$ cat config.mk
export PLATFORM = sky130hd
export DESIGN_NAME = obem_ctrl
export DESIGN_NICKNAME = d
export VERILOG_FILES = /design/src/rtl/obem_pkg.sv /design/src/rtl/obem_ctrl.sv
export SDC_FILE = /design/constraint.sdc
export NUM_CORES = 1
export LEC_CHECK = 0
export BUFFER_PORTS_ARGS = -buffer_cell sky130_fd_sc_hd__buf_2
export CORE_MARGIN = 8
export CORE_UTILIZATION = 45
export DETAILED_ROUTE_END_ITERATION = 8
export PLACE_DENSITY = 0.68
export SLEW_MARGIN = 40
export SYNTH_ARGS = -nofsm -noshare
export SYNTH_HDL_FRONTEND = slang
export SYNTH_SLANG_ARGS = --single-unit
$ cat constraint.sdc
create_clock -name clk -period 3.2 [get_ports clk]
set_input_delay 0.32 -clock clk [delete_from_list [all_inputs] [get_ports clk]]
set_output_delay 0.32 -clock clk [all_outputs]
set_load 0.01 [all_outputs]
$ cat src/rtl/obem_pkg.sv
// Types, constants and build-time coefficient helpers for the octave band envelope meter.
// No dependencies.
`default_nettype none

package obem_pkg;

    localparam int MAX_BANDS = 8;
    localparam int BAND_W    = 3;

    localparam logic [22:0] LEVEL_MAX     = 23'h7FFFFF;
    localparam logic [23:0] ATTACK_RESET  = 24'd29102;
    localparam logic [23:0] RELEASE_RESET = 24'd1589;
    localparam logic [16:0] DECAY_ONE     = 17'd65536;

    // register indexes on the configuration port
    localparam logic REG_ATTACK  = 1'b0;
    localparam logic REG_RELEASE = 1'b1;

    localparam longint ONE_Q30     = 64'sd1073741824;
    localparam longint PI_Q30      = 64'sd3373259426;
    localparam longint HALF_PI_Q30 = 64'sd1686629713;
    localparam longint TWO_PI_Q28  = 64'sd1686629713;

    localparam longint CENTRE_HZ [MAX_BANDS] = '{60, 120, 250, 500, 1000, 2000, 4000, 8000};
    localparam longint SIN_DIV [8] = '{6, 20, 42, 72, 110, 156, 210, 272};
    localparam longint COS_DIV [8] = '{2, 12, 30, 56, 90, 132, 182, 240};

    typedef enum logic [3:0] {
        OP_NOP,
        OP_LOAD,
        OP_M0,
        OP_M1,
        OP_M2,
        OP_M3,
        OP_M4,
        OP_FILT,
        OP_LVL,
        OP_EMUL,
        OP_ENV,
        OP_DMUL,
        OP_DWR,
        OP_OUT
    } dp_op_t;

    typedef struct packed {
        dp_op_t              op;
        logic [BAND_W-1:0]   band;
    } dp_cmd_t;

    typedef enum logic [3:0] {
        ST_IDLE,
        ST_M0,
        ST_M1,
        ST_M2,
        ST_M3,
        ST_M4,
        ST_FILT,
        ST_LVL,
        ST_EMUL,
        ST_ENV,
        ST_DMUL,
        ST_DWR,
        ST_OUT
    } ctrl_state_t;

    // Q2.30 sine by a nine-term series, truncating each term
    function automatic longint taylor_sin(input longint x);
        longint x2;
        longint term;
        longint s;
        begin
            x2   = (x * x) >>> 30;
            term = x;
            s    = x;
            for (int n = 0; n < 8; n++)
            begin
                term = ((term * x2) >>> 30) / SIN_DIV[n];
                if (n % 2 == 0)
                    s = s - term;
                else
                    s = s + term;
            end
            return s;
        end
    endfunction

    // Q2.30 cosine by a nine-term series, truncating each term
    function automatic longint taylor_cos(input longint x);
        longint x2;
        longint term;
        longint c;
        begin
            x2   = (x * x) >>> 30;
            term = ONE_Q30;
            c    = ONE_Q30;
            for (int n = 0; n < 8; n++)
            begin
                term = ((term * x2) >>> 30) / COS_DIV[n];
                if (n % 2 == 0)
                    c = c - term;
                else
                    c = c + term;
            end
            return c;
        end
    endfunction

endpackage

`default_nettype wire

$ cat src/rtl/obem_ctrl.sv
// Sequencer of the octave band envelope meter: steps the datapath band by band.
// Depends on obem_pkg.
`default_nettype none

module obem_ctrl
    import obem_pkg::*;
#(
    parameter int NUM_BANDS = 8
)
(
    input  wire logic clk,
    input  wire logic rst_n,
    input  wire logic item_valid,
    input  wire logic item_op,
    output logic      item_ready,
    output logic      res_valid,
    input  wire logic res_ready,
    output dp_cmd_t   cmd
);

    localparam logic [BAND_W-1:0] LAST_BAND = BAND_W'(NUM_BANDS - 1);

    ctrl_state_t       state_reg, state_next;
    logic [BAND_W-1:0] band_reg, band_next;
    logic              res_valid_reg, res_valid_next;

    always_ff @(posedge clk or negedge rst_n)
    begin
        if (!rst_n)
        begin
            state_reg     <= ST_IDLE;
            band_reg      <= '0;
            res_valid_reg <= 1'b0;
        end
        else
        begin
            state_reg     <= state_next;
            band_reg      <= band_next;
            res_valid_reg <= res_valid_next;
        end
    end

    always_comb
    begin
        state_next     = state_reg;
        band_next      = band_reg;
        res_valid_next = res_valid_reg && !res_ready;
        item_ready     = 1'b0;
        cmd.op         = OP_NOP;
        cmd.band       = band_reg;
        unique case (state_reg)
            ST_IDLE:
            begin
                item_ready = 1'b1;
                if (item_valid)
                begin
                    cmd.op     = OP_LOAD;
                    band_next  = '0;
                    state_next = item_op ? ST_DMUL : ST_M0;
                end
            end
            ST_M0:
            begin
                cmd.op     = OP_M0;
                state_next = ST_M1;
            end
            ST_M1:
            begin
                cmd.op     = OP_M1;
                state_next = ST_M2;
            end
            ST_M2:
            begin
                cmd.op     = OP_M2;
                state_next = ST_M3;
            end
            ST_M3:
            begin
                cmd.op     = OP_M3;
                state_next = ST_M4;
            end
            ST_M4:
            begin
                cmd.op     = OP_M4;
                state_next = ST_FILT;
            end
            ST_FILT:
            begin
                cmd.op     = OP_FILT;
                state_next = ST_LVL;
            end
            ST_LVL:
            begin
                cmd.op     = OP_LVL;
                state_next = ST_EMUL;
            end
            ST_EMUL:
            begin
                cmd.op     = OP_EMUL;
                state_next = ST_ENV;
            end
            ST_ENV:
            begin
                cmd.op = OP_ENV;
                if (band_reg == LAST_BAND)
                    state_next = ST_OUT;
                else
                begin
                    band_next  = band_reg + 1'b1;
                    state_next = ST_M0;
                end
            end
            ST_DMUL:
            begin
                cmd.op     = OP_DMUL;
                state_next = ST_DWR;
            end
            ST_DWR:
            begin
                cmd.op = OP_DWR;
                if (band_reg == LAST_BAND)
                    state_next = ST_OUT;
                else
                begin
                    band_next  = band_reg + 1'b1;
                    state_next = ST_DMUL;
                end
            end
            ST_OUT:
            begin
                // hold until the previous result has left
                if (!res_valid_reg || res_ready)
                begin
                    cmd.op         = OP_OUT;
                    res_valid_next = 1'b1;
                    state_next     = ST_IDLE;
                end
            end
            default:
            begin
                state_next = ST_IDLE;
            end
        endcase
    end

    assign res_valid = res_valid_reg;

endmodule

`default_nettype wire

==> metrics <==
drt wl/cell=14.3 um; relative slew slack=62.2%; combinational power share=5.0%; Post-CTS Resized=0; top post-synthesis cells by area=dfrtp_1 32%, ha_1 6.0%, a22o_1 4.2%; clk sink count=8; Area Overhead vs Synth=12.2%; number of synthesized flops with an enable pin=0; Post-synth top flop=dfrtp_1; WP data arrival=1.63 ns; achievable clock frequency=513 MHz; H-tree Lvls=1; final core occ=54.0%; CP bufs+invs=1; crit-path max cell delay=0.57 ns; DRT antenna net count=0; final global-route overflow total=0; reg2reg start=state_reg[1]; Flop pwr share=54.7%; Die H=53.3 um; Final Worst Setup Slack=1.25 ns; Crit-path slowest cell=dfrtp_1; initial DRC count=16; CP required=2.88 ns; Critical Path Start Type=flop; placed instance count=89; Starting Density=48.2%; CP top delay family=flip-flops; Clock Latency Late Sink=0.25 ns; total power draw=0.000185 W; Leak=0.330 nW; max FFs per register=4; Yosys cell types=34; Net Sw Frac=19.8%; max_cap viols=0; RSZ-0062 raised after global routing=false; die width=53.3 um; VDD IR max=0.171 mV; DIE AREA=2840 um^2; Tcrit/Tclk final=60.9%; FILL cells=136; post-synthesis register bit count=8; synth cell count leaders=8 x dfrtp_1, 5 x nor2_1, 4 x clkbuf_1; HP Class=input port to asynchronous set/reset pin; Period minus WS final=1.95 ns; Final Wtd Congestion=0.807; clk root buf=clkbuf_4; Int Power=0.000149 W; Layout Nets=88; cell chain of the critical path=nor2b_1 -> a22o_1 -> a31o_1 -> buf_2; sw power=0.0000367 W; setup TNS after final layout=0 ns; total CTS buffers=3; Final Hold Vio Count=0; Rows=13; R2R Path End=band_reg[0]; share of flip-flops with an asynchronous set or reset=100%; Yosys top cell area share=31.9%; via/cell ratio=5.86; Synth Net Count=77; final setup vio count=0; Pre-Repair DR Iteration Count=4; worst r2r path cells=3; I/O Buffers=13; number of synthesis warnings=0; Clk pwr share=40.3%; Fin Clk Skew=0.00569 ns; DRC violations left=0; Post-Route WL=1330 um; # diodes=0; Final Non-Filler Cells=93; Core ar.=1300 um^2; TritonCTS clock tree=done; Post-Synthesis Cells=69; CP endpoint kind=primary output; internal reg-to-reg setup slack=1.44 ns; CTS max path bufs=2; pin count of the biggest net entering global routing=21; most common cell in the synthesized netlist=dfrtp_1; first-pass GRT wire length=2240 um; vias in the first global route=501; CTS clock-pin slew for the worst setup and hold paths=0.05 ns; outcome=finished clean; syn_area_per_cell=9.08 um^2; Synth area leader=dfrtp_1; initial antenna violation count=0; GR Util All Layers=10.3%; Worst-Margin Slew=0.567 ns; layout cells sized above 1=25.6%; crit-path max FO=18; Mapped Area=627 um^2; Pwr Density=263 nW/um^2; hpwl dp=948 um; Via Count=545; IO Count=14; register area share after synthesis=31.9%; kind of critical path=flop to primary output; max-slew violations=0; pre-CTS WS=1.45 ns
cells by family after synthesis:
kind of cell	synth area share [%]
AO/OA/AOI/OAI	24.8
AND/OR/NAND/NOR	22.2
multiplexers	5.59
adder cells (fa/ha/maj)	5.99
XOR/XNOR	1.40
flip-flops	31.9
buffers and inverters	8.18
cell usage in the layout (no fill, tap or decap), types with 2 or more instances in the layout:
| master | netlist | final |
|---|---|---|
| dfrtp_1 | 8 | 8 |
| o221a_2 | 2 | 2 |
| a21oi_1 | 3 | 3 |
| nor4_1 | 2 | 2 |
| clkbuf_4 | 0 | 3 |
| ha_1 | 3 | 3 |
| nor2b_1 | 3 | 3 |
| inv_1 | 3 | 3 |
| buf_2 | 2 | 13 |
| nand3b_1 | 2 | 2 |
| a2bb2oi_1 | 2 | 2 |
| mux2i_1 | 2 | 2 |
| or4b_1 | 2 | 2 |
| o21ai_0 | 3 | 3 |
| nor2_1 | 5 | 5 |
| nand3_1 | 2 | 2 |
| nand2_1 | 2 | 2 |
| a22o_1 | 3 | 3 |
cell type report:
class                           instances  area, um^2  share of cell area, %
Multi-Input combinational cell         50         375                   53.4
Timing Repair Buffer                   14        75.1                   10.7
Tap cell                               15        18.8                   2.67
Inverter                                3        11.3                   1.60
Sequential cell                         8         200                   28.5
Clock buffer                            3        22.5                   3.20
per-layer routing:
metal  wire [um]  GRT usage, %  vias to the layer above  part of all wire, %
li1            -             -                      273                    -
met1         610          13.2                      255                   46
met2         619          15.2                       17                   47
met3         101          5.88                        0                  7.6
met4           0         0.840                        0                    0
met5           0             0                        -                    0
how the worst max path moves through the flow:
stage / startpoint / depth (start not counted) / endpoint
6_report: state_reg[0] / 4 / cmd[5]
5_1_grt: state_reg[0] / 4 / cmd[5]
4_1_cts: state_reg[0] / 4 / cmd[5]
3_5_place_dp: state_reg[1] / 3 / band_reg[0]
3_3_place_gp: state_reg[1] / 3 / band_reg[0]
2_1_floorplan: band_reg[0] / 5 / band_reg[0]
metrics by stage:
step,instance area (um^2),hold WS [ns]
after floorplan,627,0.0244
after global placement,671,0.174
after detailed placement,671,0.175
after CTS,703,0.433
after global routing,703,0.445
final,703,0.435
power groups by stage:
stage                     registers, W    logic, W  clock network [W]
after CTS                     0.000101  0.00000946          0.0000781
after detailed placement      0.000103  0.00000850                  0
after global placement        0.000103  0.00000839                  0
final                         0.000101  0.00000923          0.0000747
after global routing          0.000101   0.0000106          0.0000832
after floorplan               0.000103  0.00000289                  0
what timing repair did:
item,in CTS,in global routing
setup buffers,0,0
endpoints found under the hold margin,8,0
hold buffers,1,0
Power figures use the tool's default switching activity.
